## config.mk

```make
export PLATFORM = sky130hd
export DESIGN_NAME = gmf_out_stage
export DESIGN_NICKNAME = d
export VERILOG_FILES = /design/src/design/gmf_pkg.sv /design/src/design/gmf_out_stage.sv
export SDC_FILE = /design/constraint.sdc
export NUM_CORES = 1
export LEC_CHECK = 0
export BUFFER_PORTS_ARGS = -buffer_cell sky130_fd_sc_hd__buf_2
export CAP_MARGIN = 25
export CORE_MARGIN = 1
export CORE_UTILIZATION = 32
export DETAILED_ROUTE_END_ITERATION = 8
export GPL_ROUTABILITY_DRIVEN = 0
export RECOVER_POWER = 50
export REMOVE_ABC_BUFFERS = 1
export SYNTH_ARGS = -nofsm -noshare
export SYNTH_HDL_FRONTEND = slang
export SYNTH_SLANG_ARGS = --single-unit
```

## constraint.sdc

```tcl
create_clock -name clk -period 28.9 [get_ports clk]
set_input_delay 4.335 -clock clk [delete_from_list [all_inputs] [get_ports clk]]
set_output_delay 4.335 -clock clk [all_outputs]
set_load 0.02 [all_outputs]
```

## src/design/gmf_pkg.sv

```systemverilog
// Shared types, codes and helpers of the grayscale morphology filter.
package gmf_pkg;

  localparam int PIX_W           = 8;
  localparam int MAX_FRAME_LINES = 1024;
  localparam int ROW_W           = 10;
  localparam int HGT_W           = 11;
  localparam int OUT_DEPTH       = 4;
  localparam int OUT_PTR_W       = 2;

  // register indexes (byte address / 4)
  localparam logic [2:0] REG_MODE   = 3'd0;
  localparam logic [2:0] REG_SHAPE  = 3'd1;
  localparam logic [2:0] REG_WINDOW = 3'd2;
  localparam logic [2:0] REG_WIDTH  = 3'd3;
  localparam logic [2:0] REG_HEIGHT = 3'd4;

  // structuring element codes
  localparam logic [1:0] SHAPE_SQUARE  = 2'd0;
  localparam logic [1:0] SHAPE_DIAMOND = 2'd1;
  localparam logic [1:0] SHAPE_ROW     = 2'd2;
  localparam logic [1:0] SHAPE_BYPASS  = 2'd3;

  localparam logic MODE_ERODE  = 1'b0;
  localparam logic MODE_DILATE = 1'b1;

  typedef struct packed {
    logic       shift;
    logic       mode;
    logic [1:0] shape;
    logic [4:0] win;
  } cell_ctrl_t;

  typedef struct packed {
    logic             valid;
    logic             zero;
    logic             pass;
    logic             last;
    logic [PIX_W-1:0] pixel;
  } sb_t;

  typedef struct packed {
    logic [PIX_W-1:0] pixel;
    logic             last;
  } out_entry_t;

  function automatic logic [PIX_W-1:0] identity(input logic mode);
    return (mode == MODE_DILATE) ? '0 : '1;
  endfunction

  function automatic logic [PIX_W-1:0] pick(input logic mode,
                                            input logic [PIX_W-1:0] a,
                                            input logic [PIX_W-1:0] b);
    if (mode == MODE_DILATE) return (a > b) ? a : b;
    return (a < b) ? a : b;
  endfunction

endpackage

```

## src/design/gmf_out_stage.sv

```systemverilog
// Column reduction of the row results and the output queue.
module gmf_out_stage #(
  parameter int MAX_WINDOW = 21
) (
  input  logic                        clk,
  input  logic                        rst,
  input  logic                        mode,
  input  logic [gmf_pkg::PIX_W-1:0]   row_res [MAX_WINDOW],
  input  gmf_pkg::sb_t                sb,
  output logic [gmf_pkg::OUT_PTR_W:0] fill,
  output logic                        m_tvalid,
  input  logic                        m_tready,
  output logic [7:0]                  m_tdata,
  output logic                        m_tlast
);

  localparam int TREE_LVL = $clog2(MAX_WINDOW);
  localparam int TREE_N   = 1 << TREE_LVL;

  logic [gmf_pkg::PIX_W-1:0]     lv [TREE_LVL+1][TREE_N];
  gmf_pkg::out_entry_t           queue [gmf_pkg::OUT_DEPTH];
  gmf_pkg::out_entry_t           entry;
  logic [gmf_pkg::OUT_PTR_W-1:0] wptr;
  logic [gmf_pkg::OUT_PTR_W-1:0] rptr;
  logic                          push;
  logic                          pop;

  always_comb begin
    for (int l = 0; l <= TREE_LVL; l++) begin
      for (int i = 0; i < TREE_N; i++) begin
        lv[l][i] = gmf_pkg::identity(mode);
      end
    end
    for (int k = 0; k < MAX_WINDOW; k++) begin
      lv[0][k] = row_res[k];
    end
    for (int l = 0; l < TREE_LVL; l++) begin
      for (int i = 0; i < TREE_N / 2; i++) begin
        lv[l+1][i] = gmf_pkg::pick(mode, lv[l][2*i], lv[l][2*i+1]);
      end
    end
  end

  always_comb begin
    entry.last = sb.last;
    priority if (sb.pass) begin
      entry.pixel = sb.pixel;
    end else if (sb.zero) begin
      entry.pixel = '0;
    end else begin
      entry.pixel = lv[TREE_LVL][0];
    end
  end

  assign push     = sb.valid;
  assign m_tvalid = (fill != '0);
  assign pop      = m_tvalid && m_tready;
  assign m_tdata  = queue[rptr].pixel;
  assign m_tlast  = queue[rptr].last;

  always_ff @(posedge clk) begin
    if (push) queue[wptr] <= entry;
  end

  always_ff @(posedge clk) begin
    if (rst) begin
      wptr <= '0;
      rptr <= '0;
      fill <= '0;
    end else begin
      if (push) wptr <= wptr + 1'b1;
      if (pop)  rptr <= rptr + 1'b1;
      fill <= fill + (gmf_pkg::OUT_PTR_W+1)'(push) - (gmf_pkg::OUT_PTR_W+1)'(pop);
    end
  end

endmodule

```

==> flow_metrics.env, run 1 <==
export IMPL_outcome="completed"
export IMPL_critPathRequiredTime_ns=28.92
export IMPL_finalHoldViolCount=0
export IMPL_clkLatencyLatePin_ns=0.28
export IMPL_power_density_nw_per_um2=57.1
export IMPL_synthArstFlopShare=0
export IMPL_yosys_warnings=0
export IMPL_syn_avg_cell_area_um2=8.42
export IMPL_yosys_register_bits=45
export IMPL_tightest_slew_ns=0.901
export IMPL_rsz0062_at_grt="false"
export IMPL_worst_path_largest_cell_delay_ns=0.62
export IMPL_drive_above_1_share=0.225
export IMPL_setup_viol=0
export IMPL_p_leak_nw=5.57
export IMPL_syn_inst=1103
export IMPL_drt_wl_total_um=24600
export IMPL_numCtsBuffers=5
export IMPL_fin_crit_sh=0.522
export IMPL_grt_first_pass_wirelength_um=39300
export IMPL_clkSlewWorstSetupHoldPaths_ns=0.06
export IMPL_dieWidth_um=172
export IMPL_post_cts_buffers=0
export IMPL_crit_arrival_ns=15.10
export IMPL_coreArea_um2=28200
export IMPL_cts_max_path_buffers=2
export IMPL_layout_common_cells="buf_2 (194), ha_1 (186), inv_1 (147)"
export IMPL_cp_end_kind="flop"
export IMPL_io_pins=197
export IMPL_min_period_ns=15.08
export IMPL_dieArea_um2=29700
export IMPL_grt_remaining_overflow=0
export IMPL_grt_total_usage=0.164
export IMPL_cts_hold_buf=0
export IMPL_cp_max_fo=46
export IMPL_dp_hpwl_um=21600
export IMPL_antenna_found_initial=2
export IMPL_ant_nets=0
export IMPL_syn_to_final_growth_pct=16.5
export IMPL_max_vdd_ir_drop_mv=0.0253
export IMPL_synth_edf_count=36
export IMPL_worstReg2RegStart="fill[1]"
export IMPL_ys_types=74
export IMPL_finClkSkew_ns=0.00507
export IMPL_maxSlewHeadroom=0.399
export IMPL_grt_max_degree=47
export IMPL_rows=61
export IMPL_crit_path_top_delay_cell="a21oi_1"
export IMPL_htree_levels=2
export IMPL_start_util=0.330
export IMPL_hold_ws_ns=0.547
export IMPL_drc=0
export IMPL_timing_fmax_mhz=66.3
export IMPL_ys_flop_type="edfxtp_1"
export IMPL_worstHoldStart="rptr[0]"
export IMPL_port_buffers=196
export IMPL_critical_path_class="in2reg"
export IMPL_nNetsFinal=1657
export IMPL_drtPass1Iterations=7
export IMPL_cts_tree="built"
export IMPL_start_kind="input pin"
export IMPL_cts_resized=0
export IMPL_detail_route_wl_per_cell_um=14.8
export IMPL_slew_viol_final=0
export IMPL_syn_cell_area_um2=9290
export IMPL_yosysSeqAreaShare=0.136
export IMPL_final_common_cell="buf_2"
export IMPL_maxCapViolCount=0
export IMPL_clkSinkCount=45
export IMPL_first_iter_violations=427
export IMPL_cts_root_buf="clkbuf_16"
export IMPL_hold_class="reg2reg"
export IMPL_vias=8527
export IMPL_die_h_um=172
export IMPL_viasPerCell=5.12
export IMPL_tns_ns=0
export IMPL_first_global_vias=8059
export IMPL_crit_path_start="mode"
-- per-stage QoR --
step / instances / cell area (um^2) / power, mW / utilization / setup slack [ns]
finish: 1666 / 10800 / 0.617 / 0.384 / 13.82
floorplan: 1078 / 9180 / 0.440 / - / 14.81
global route: 1665 / 10800 / 0.685 / 0.384 / 12.82
detailed placement: 1657 / 10700 / 0.562 / 0.379 / 13.64
global placement: 1657 / 10700 / 0.555 / 0.379 / 13.68
CTS: 1665 / 10800 / 0.620 / 0.384 / 13.92
-- flip-flops by register name, indices dropped and copies added (netlist names), named ones only --
| register | flops |
|---|---|
| queue | 36 |
| rptr | 2 |
| fill | 3 |
| wptr | 2 |
-- worst paths after layout --
| path | endpoint | slack, ns | depth (start not counted) |
|---|---|---|---|
| min reg2reg | rptr[0] | 0.55 | 2 |
| min | rptr[0] | 0.55 | 2 |
| max reg2reg | fill[2] | 26.58 | 10 |
| max | queue[3][6] | 13.82 | 51 |
-- cells in the mapped netlist, drive strengths merged (13+ instances only) --
master / count / area share
ha: 186 / 0.25
inv: 147 / 0.059
mux2i: 102 / 0.12
a21oi: 85 / 0.048
nor2: 74 / 0.030
o21ai: 67 / 0.037
nand2: 49 / 0.020
nand4: 43 / 0.029
a21o: 39 / 0.032
edfxtp: 36 / 0.12
mux2: 34 / 0.041
nor2b: 23 / 0.016
nand2b: 20 / 0.013
o21a: 20 / 0.016
and2: 14 / 0.0097
clkbuf: 13 / 0.0053
o211ai: 13 / 0.011
-- power breakdown --
| group | internal, mW | switching (mW) |
|---|---|---|
| Sequential | 0.0886 | 0.00749 |
| Combinational | 0.202 | 0.264 |
| Clock | 0.0320 | 0.0235 |
| Total | 0.322 | 0.295 |
-- per-layer routing --
layer  vias to the layer above  track usage  wire length [um]
met1                      3859        0.214             11500
li1                       4413            -                 -
met3                        30       0.0195              1280
met5                         -            0                 9
met2                       223        0.283             11300
met4                         2       0.0423               550
-- critical path, delay by kind of cell --
kind	cells	cell delay [ns]
and+or+nand+nor	19	3.06
muxes	1	0.43
adders and majority gates	5	1.46
buffers and inverters	7	1.46
AOI/OAI and AO/OA	19	4.26
-- logic make-up after synthesis --
family	count (synthesis)	share of synthesized area
AO/OA/AOI/OAI	290	0.206
XOR/XNOR	6	0.00566
adder cells (fa/ha/maj)	188	0.254
buffers and inverters	173	0.0718
flip-flops	45	0.136
multiplexers	145	0.186
AND/OR/NAND/NOR	256	0.140
-- layout make-up --
cell class              instances  area [um^2]
diodes                          1         2.50
clock buffers                   5          125
clock inverters                 3         22.5
flip-flops and latches         45         1260
multi-input cells             885         7360
repair buffers                201         1020
well taps                     378          473
inverters                     148          556
fillers                      2912        17300
No activity file was read; power rests on OpenSTA's default activity.
==> inputs of run 2 (changes only) <==
--- a/config.mk
+++ b/config.mk
@@ -5,6 +5,7 @@
 export SDC_FILE = /design/constraint.sdc
 export NUM_CORES = 1
 export LEC_CHECK = 0
+export ABC_AREA = 1
 export BUFFER_PORTS_ARGS = -buffer_cell sky130_fd_sc_hd__buf_2
 export CAP_MARGIN = 25
 export CORE_MARGIN = 1
==> constraint.sdc (replaced) <==
create_clock -name clk -period 14.6 [get_ports clk]
set_input_delay 2.19 -clock clk [delete_from_list [all_inputs] [get_ports clk]]
set_output_delay 2.19 -clock clk [all_outputs]
set_load 0.02 [all_outputs]
==> run 2 against run 1 <==
Against the previous run:
- clock skew is 0.00093 ns lower
- synthesized area is 31% higher
- power grew to 2.9 times the previous value
- utilization is 1.6 points lower
- cell count is 61% higher
- critical path depth is 4 higher
- combinational power grew to 3.3 times the previous value
- via count is 57% higher
- setup slack worse by 11 ns
- design area is 26% higher
- sequential power is 87% higher
- highest routed layer is now met4
==> flow_metrics.env, run 2 <==
export IMPL_rsz0062_at_grt="false"
export IMPL_ant_nets=0
export IMPL_rows=70
export IMPL_worst_path_largest_cell_delay_ns=0.39
export IMPL_drtPass1Iterations=6
export IMPL_slew_viol_final=0
export IMPL_first_iter_violations=674
export IMPL_path_common_cell="nand2_1"
export IMPL_synth_area_leaders="ha_1 (19%), nand2_1 (18%), inv_1 (8.9%)"
export IMPL_antenna_found_initial=0
export IMPL_cp_max_fo=17
export IMPL_htree_levels=2
export IMPL_crit_family="compound AO/OA/AOI/OAI gates"
export IMPL_finalHoldViolCount=0
export IMPL_syn_avg_cell_area_um2=5.97
export IMPL_yosysSeqAreaShare=0.104
export IMPL_crit_end="queue[1][4]"
export IMPL_critPathRequiredTime_ns=14.62
export IMPL_drc=0
export IMPL_dp_hpwl_um=28800
export IMPL_p_switching_mw=1.06
export IMPL_cts_resized=0
export IMPL_p_leak_nw=7.43
export IMPL_dieWidth_um=197
export IMPL_timing_fmax_mhz=84.4
export IMPL_nNetsFinal=2554
export IMPL_placed_area_um2=13500
export IMPL_drive_above_1_share=0.143
export IMPL_pwr_share_clk=0.057
export IMPL_yosys_warnings=0
export IMPL_critical_path_class="in2reg"
export IMPL_switching_share=0.584
export IMPL_largest_register="queue"
export IMPL_cts_tree="built"
export IMPL_hold_class="reg2reg"
export IMPL_start_kind="input pin"
export IMPL_insertedDiodeCount=0
export IMPL_final_area_um2=13600
export IMPL_first_global_vias=12700
export IMPL_viasPerCell=4.98
export IMPL_cts_root_buf="clkbuf_16"
export IMPL_tightest_slew_ns=0.919
export IMPL_reg2reg_setup_slack_ns=12.38
export IMPL_fin_crit_sh=0.812
export IMPL_maxCapViolCount=0
export IMPL_finClkSkew_ns=0.00414
export IMPL_cts_max_path_buffers=2
export IMPL_seqPwrFrac=0.099
export IMPL_cts_hold_buf=0
export IMPL_syn_cell_area_um2=12100
export IMPL_path_depth=55
export IMPL_top_regs="queue (36), fill (3)"
export IMPL_crit_path_top_delay_cell="nand2_1"
export IMPL_reg2reg_depth=11
export IMPL_combPwrFrac=0.844
export IMPL_r2r_end="fill[2]"
export IMPL_grt_remaining_overflow=0
export IMPL_grt_first_pass_wirelength_um=58200
export IMPL_cp_end_kind="flop"
export IMPL_power_density_nw_per_um2=133
export IMPL_clkSinkCount=45
export IMPL_outcome="completed"
export IMPL_synth_edf_count=36
export IMPL_port_buffers=196
export IMPL_crit_path_start="row_res[61]"
export IMPL_io_pins=197
export IMPL_yosys_register_bits=45
export IMPL_clkSlewWorstSetupHoldPaths_ns=0.06
export IMPL_max_vdd_ir_drop_mv=0.115
export IMPL_setup_viol=0
export IMPL_start_util=0.328
export IMPL_yosysMostFrequentCell="nand2_1"
export IMPL_grt_max_degree=86
export IMPL_yosysTopAreaCell="ha_1"
export IMPL_largest_reg_flops=36
export IMPL_die_h_um=197
export IMPL_synth_top_area_frac=0.192
export IMPL_post_cts_buffers=0
export IMPL_dieArea_um2=38700
export IMPL_drt_wl_total_um=34800
export IMPL_numCtsBuffers=5
export IMPL_coreArea_um2=37000
export IMPL_detail_route_wl_per_cell_um=13.0
export IMPL_critPathBufInv=10
export IMPL_tns_ns=0
export IMPL_ys_flop_type="edfxtp_1"
export IMPL_layout_common_cells="nand2_1 (572), inv_1 (289), buf_2 (193)"
export IMPL_crit_arrival_ns=11.87
export IMPL_hold_depth=2
export IMPL_synth_common_cells="nand2_1 (572), inv_1 (289), ha_1 (186)"
export IMPL_synthArstFlopShare=0
export IMPL_final_common_cell="nand2_1"
export IMPL_syn_to_final_growth_pct=12.1
export IMPL_fillers=4082
export IMPL_syn_inst=2033
export IMPL_grt_total_usage=0.176
export IMPL_ys_types=59
export IMPL_p_int_mw=0.755
export IMPL_clkLatencyLatePin_ns=0.28
export IMPL_min_period_ns=11.85
export IMPL_worstReg2RegStart="fill[1]"
export IMPL_maxSlewHeadroom=0.382
export IMPL_vias=13400
-- run 2: cell count changes after synthesis, moves of 22 or more --
cell,change
mux2i_1,-85
nand2_1,+523
o21ai_0,+67
nand3_1,+147
a21o_1,-33
nand2_2,+27
nand4_1,-25
inv_1,+142
nor2_1,+49
mux2_2,-34
nor2b_1,-22
a21oi_1,+102
-- run 2: power groups by stage --
stage | Sequential (mW) | Clock, mW | Combinational (mW)
global placement | 0.183 | 0 | 1.50
finish | 0.180 | 0.103 | 1.53
floorplan | 0.183 | 0 | 1.14
detailed placement | 0.183 | 0 | 1.52
global route | 0.182 | 0.110 | 1.76
CTS | 0.181 | 0.104 | 1.53
-- run 2: final cells by class --
type,count,area (um^2),share of cell area
clock inverter,3,12.5,0.000920
clock buffer,5,125,0.00920
sequential,45,1260,0.0927
timing repair buffer,200,1010,0.0746
inverter,306,1150,0.0846
multi-input combinational,1625,9410,0.692
tap,504,631,0.0464
-- run 2: cells by family (layout without fill, tap and decap cells) --
family / count (synthesis) / in the layout / share of synthesized area
flip-flops: 45 / 45 / 0.104
AND/OR/NAND/NOR: 981 / 981 / 0.360
AO/OA/AOI/OAI: 456 / 456 / 0.221
buffers and inverters: 363 / 514 / 0.121
XOR/XNOR: 1 / 1 / 0.000722
adder cells (fa/ha/maj): 187 / 187 / 0.193
-- run 2: worst min-delay path by stage --
stage	end	slack, ns	from
floorplan	wptr[0]	0.47	wptr[0]
global placement	wptr[0]	0.49	wptr[0]
detailed placement	wptr[0]	0.51	wptr[0]
CTS	wptr[0]	0.51	wptr[0]
global route	wptr[0]	0.55	wptr[0]
finish	wptr[0]	0.51	wptr[0]
-- run 2: stage by stage --
step	total power, mW	util	setup WS [ns]	std cells	hold slack [ns]
6_report	1.81	0.368	2.75	2688	0.513
2_1_floorplan	1.32	-	4.15	1976	0.467
5_1_grt	2.06	0.368	1.67	2688	0.552
4_1_cts	1.81	0.368	2.90	2688	0.513
3_3_place_gp	1.68	0.364	2.86	2680	0.490
3_5_place_dp	1.70	0.364	2.64	2680	0.505
-- run 2: tightest hold or removal path, stage by stage, from the launching register on --
cell and delay [ns]:
dfxtp_1 0.34, nand2_1 0.08, a21oi_1 0.05
-- run 2: per-layer routing --
| layer | up-vias | global-route usage | wire, um |
|---|---|---|---|
| met2 | 287 | 0.317 | 16500 |
| li1 | 7089 | - | - |
| met1 | 5973 | 0.236 | 16800 |
| met5 | - | 0 | 0 |
| met3 | 28 | 0.00616 | 1160 |
| met4 | 0 | 0.0284 | 412 |
==> inputs of run 3 (changes only) <==
==> constraint.sdc (replaced) <==
create_clock -name clk -period 11.15 [get_ports clk]
set_input_delay 1.6725 -clock clk [delete_from_list [all_inputs] [get_ports clk]]
set_output_delay 1.6725 -clock clk [all_outputs]
set_load 0.02 [all_outputs]
==> run 3 against run 2 <==
Against the previous run:
- first-iteration DRC count rose by 7.7%
- worst hold slack improved by 0.0082 ns
- clock skew barely moved
- sequential power rose by 31%
- critical path type unchanged
- largest cell class unchanged
==> flow_metrics.env, run 3 (synthesis results as in run 2) <==
export IMPL_cts_tree="built"
export IMPL_finalHoldViolCount=0
export IMPL_largest_reg_flops=36
export IMPL_cts_hold_buf=0
export IMPL_power_density_nw_per_um2=180
export IMPL_viasPerCell=4.99
export IMPL_grt_total_usage=0.174
export IMPL_critical_path_class="in2reg"
export IMPL_critPathRequiredTime_ns=11.17
export IMPL_numCtsBuffers=5
export IMPL_grt_first_pass_wirelength_um=57500
export IMPL_outcome="completed"
export IMPL_maxCapViolCount=0
export IMPL_post_cts_buffers=0
export IMPL_final_common_cell="nand2_1"
export IMPL_clkSlewWorstSetupHoldPaths_ns=0.06
export IMPL_vias=13500
export IMPL_cts_max_path_buffers=2
export IMPL_fin_crit_sh=0.912
export IMPL_post_route_util=0.372
export IMPL_rows=70
export IMPL_cts_root_buf="clkbuf_16"
export IMPL_dieArea_um2=38700
export IMPL_fillers=4099
export IMPL_start_util=0.328
export IMPL_tightest_slew_ns=0.745
export IMPL_tns_ns=0
export IMPL_io_pins=197
export IMPL_dieWidth_um=197
export IMPL_syn_to_final_growth_pct=13.4
export IMPL_layout_common_cells="nand2_1 (569), inv_1 (285), buf_2 (193)"
export IMPL_antenna_found_initial=0
export IMPL_hold_class="reg2reg"
export IMPL_top_regs="queue (36), fill (3)"
export IMPL_clkLatencyLatePin_ns=0.28
export IMPL_die_h_um=197
export IMPL_crit_path_top_delay_cell="clkinv_1"
export IMPL_detail_route_wl_per_cell_um=12.8
export IMPL_port_buffers=196
export IMPL_worst_path_largest_cell_delay_ns=0.44
export IMPL_min_period_ns=10.17
export IMPL_path_common_cell="nand2_1"
export IMPL_grt_remaining_overflow=0
export IMPL_cts_resized=0
export IMPL_crit_arrival_ns=10.19
export IMPL_max_vdd_ir_drop_mv=0.156
export IMPL_first_global_vias=12300
export IMPL_nNetsFinal=2561
export IMPL_finClkSkew_ns=0.00420
export IMPL_final_area_um2=13800
export IMPL_ant_nets=0
export IMPL_coreArea_um2=37000
export IMPL_p_leak_nw=7.48
export IMPL_setup_viol=0
export IMPL_dp_hpwl_um=28300
export IMPL_timing_fmax_mhz=98.3
export IMPL_drive_above_1_share=0.151
export IMPL_grt_max_degree=90
export IMPL_first_iter_violations=726
export IMPL_largest_register="queue"
export IMPL_drt_wl_total_um=34500
export IMPL_insertedDiodeCount=0
export IMPL_drtPass1Iterations=7
export IMPL_slew_viol_final=0
export IMPL_maxSlewHeadroom=0.503
export IMPL_cp_max_fo=14
export IMPL_start_kind="input pin"
export IMPL_htree_levels=2
export IMPL_placed_area_um2=13500
export IMPL_drc=0
export IMPL_cp_end_kind="flop"
export IMPL_clkSinkCount=45
run 3: cell types whose count changed in the layout (fill, tap and decap cells not counted), moves of 2 or more:
cell        before  now
clkinvlp_4       0    3
buf_12           0    2
nand2_2         27   30
buf_4            4    9
clkinv_1         5    3
inv_2           13   15
inv_1          289  285
nand2_1        572  569
run 3: worst max-delay path: cells and delay by family:
family | cells | cell delay (ns)
simple gates | 23 | 3.03
compound gates | 14 | 2.50
buf+inv | 11 | 1.51
fa+ha+maj | 5 | 1.44
run 3: routing by layer:
layer | routed length, um | share of wire | global-route usage
met4 | 343 | 0.0099 | 0.0284
met3 | 1190 | 0.034 | 0.00856
met5 | 0 | 0 | 0
met1 | 16600 | 0.48 | 0.236
met2 | 16500 | 0.48 | 0.308
run 3: layout make-up:
cell class / count / area, um^2 / area share
multi-input cells: 1625 / 9460 / 0.687
clock buffers: 5 / 125 / 0.00909
repair buffers: 207 / 1090 / 0.0793
clock inverters: 3 / 41.3 / 0.00300
flip-flops and latches: 45 / 1260 / 0.0916
well taps: 504 / 631 / 0.0458
inverters: 306 / 1160 / 0.0843
run 3: through the flow:
step                      power (mW)  hold WS (ns)  setup slack, ns  instances
final                           2.47         0.521            0.980       2695
after global routing            2.80         0.550         -0.00768       2695
after detailed placement        2.26         0.512           0.0350       2687
after floorplan                 1.73         0.467             1.22       1976
after global placement          2.23         0.495            0.292       2687
after CTS                       2.43         0.521            0.303       2695
run 3: report_power, final:
group          leakage [nW]  switching, mW  internal, mW  total, mW
logic                  7.00           1.35         0.728       2.07
clock network        0.0775         0.0589         0.105      0.164
registers             0.409         0.0152         0.221      0.236
total                  7.48           1.42          1.05       2.47
run 3: final timing paths:
check / start / end / slack (ns) / cells past startpoint
worst max register to register: fill[1] / fill[2] / 8.91 / 11
worst min-delay path: wptr[0] / wptr[0] / 0.52 / 2
worst min register to register: wptr[0] / wptr[0] / 0.52 / 2
worst max-delay path: row_res[125] / queue[3][7] / 0.98 / 53
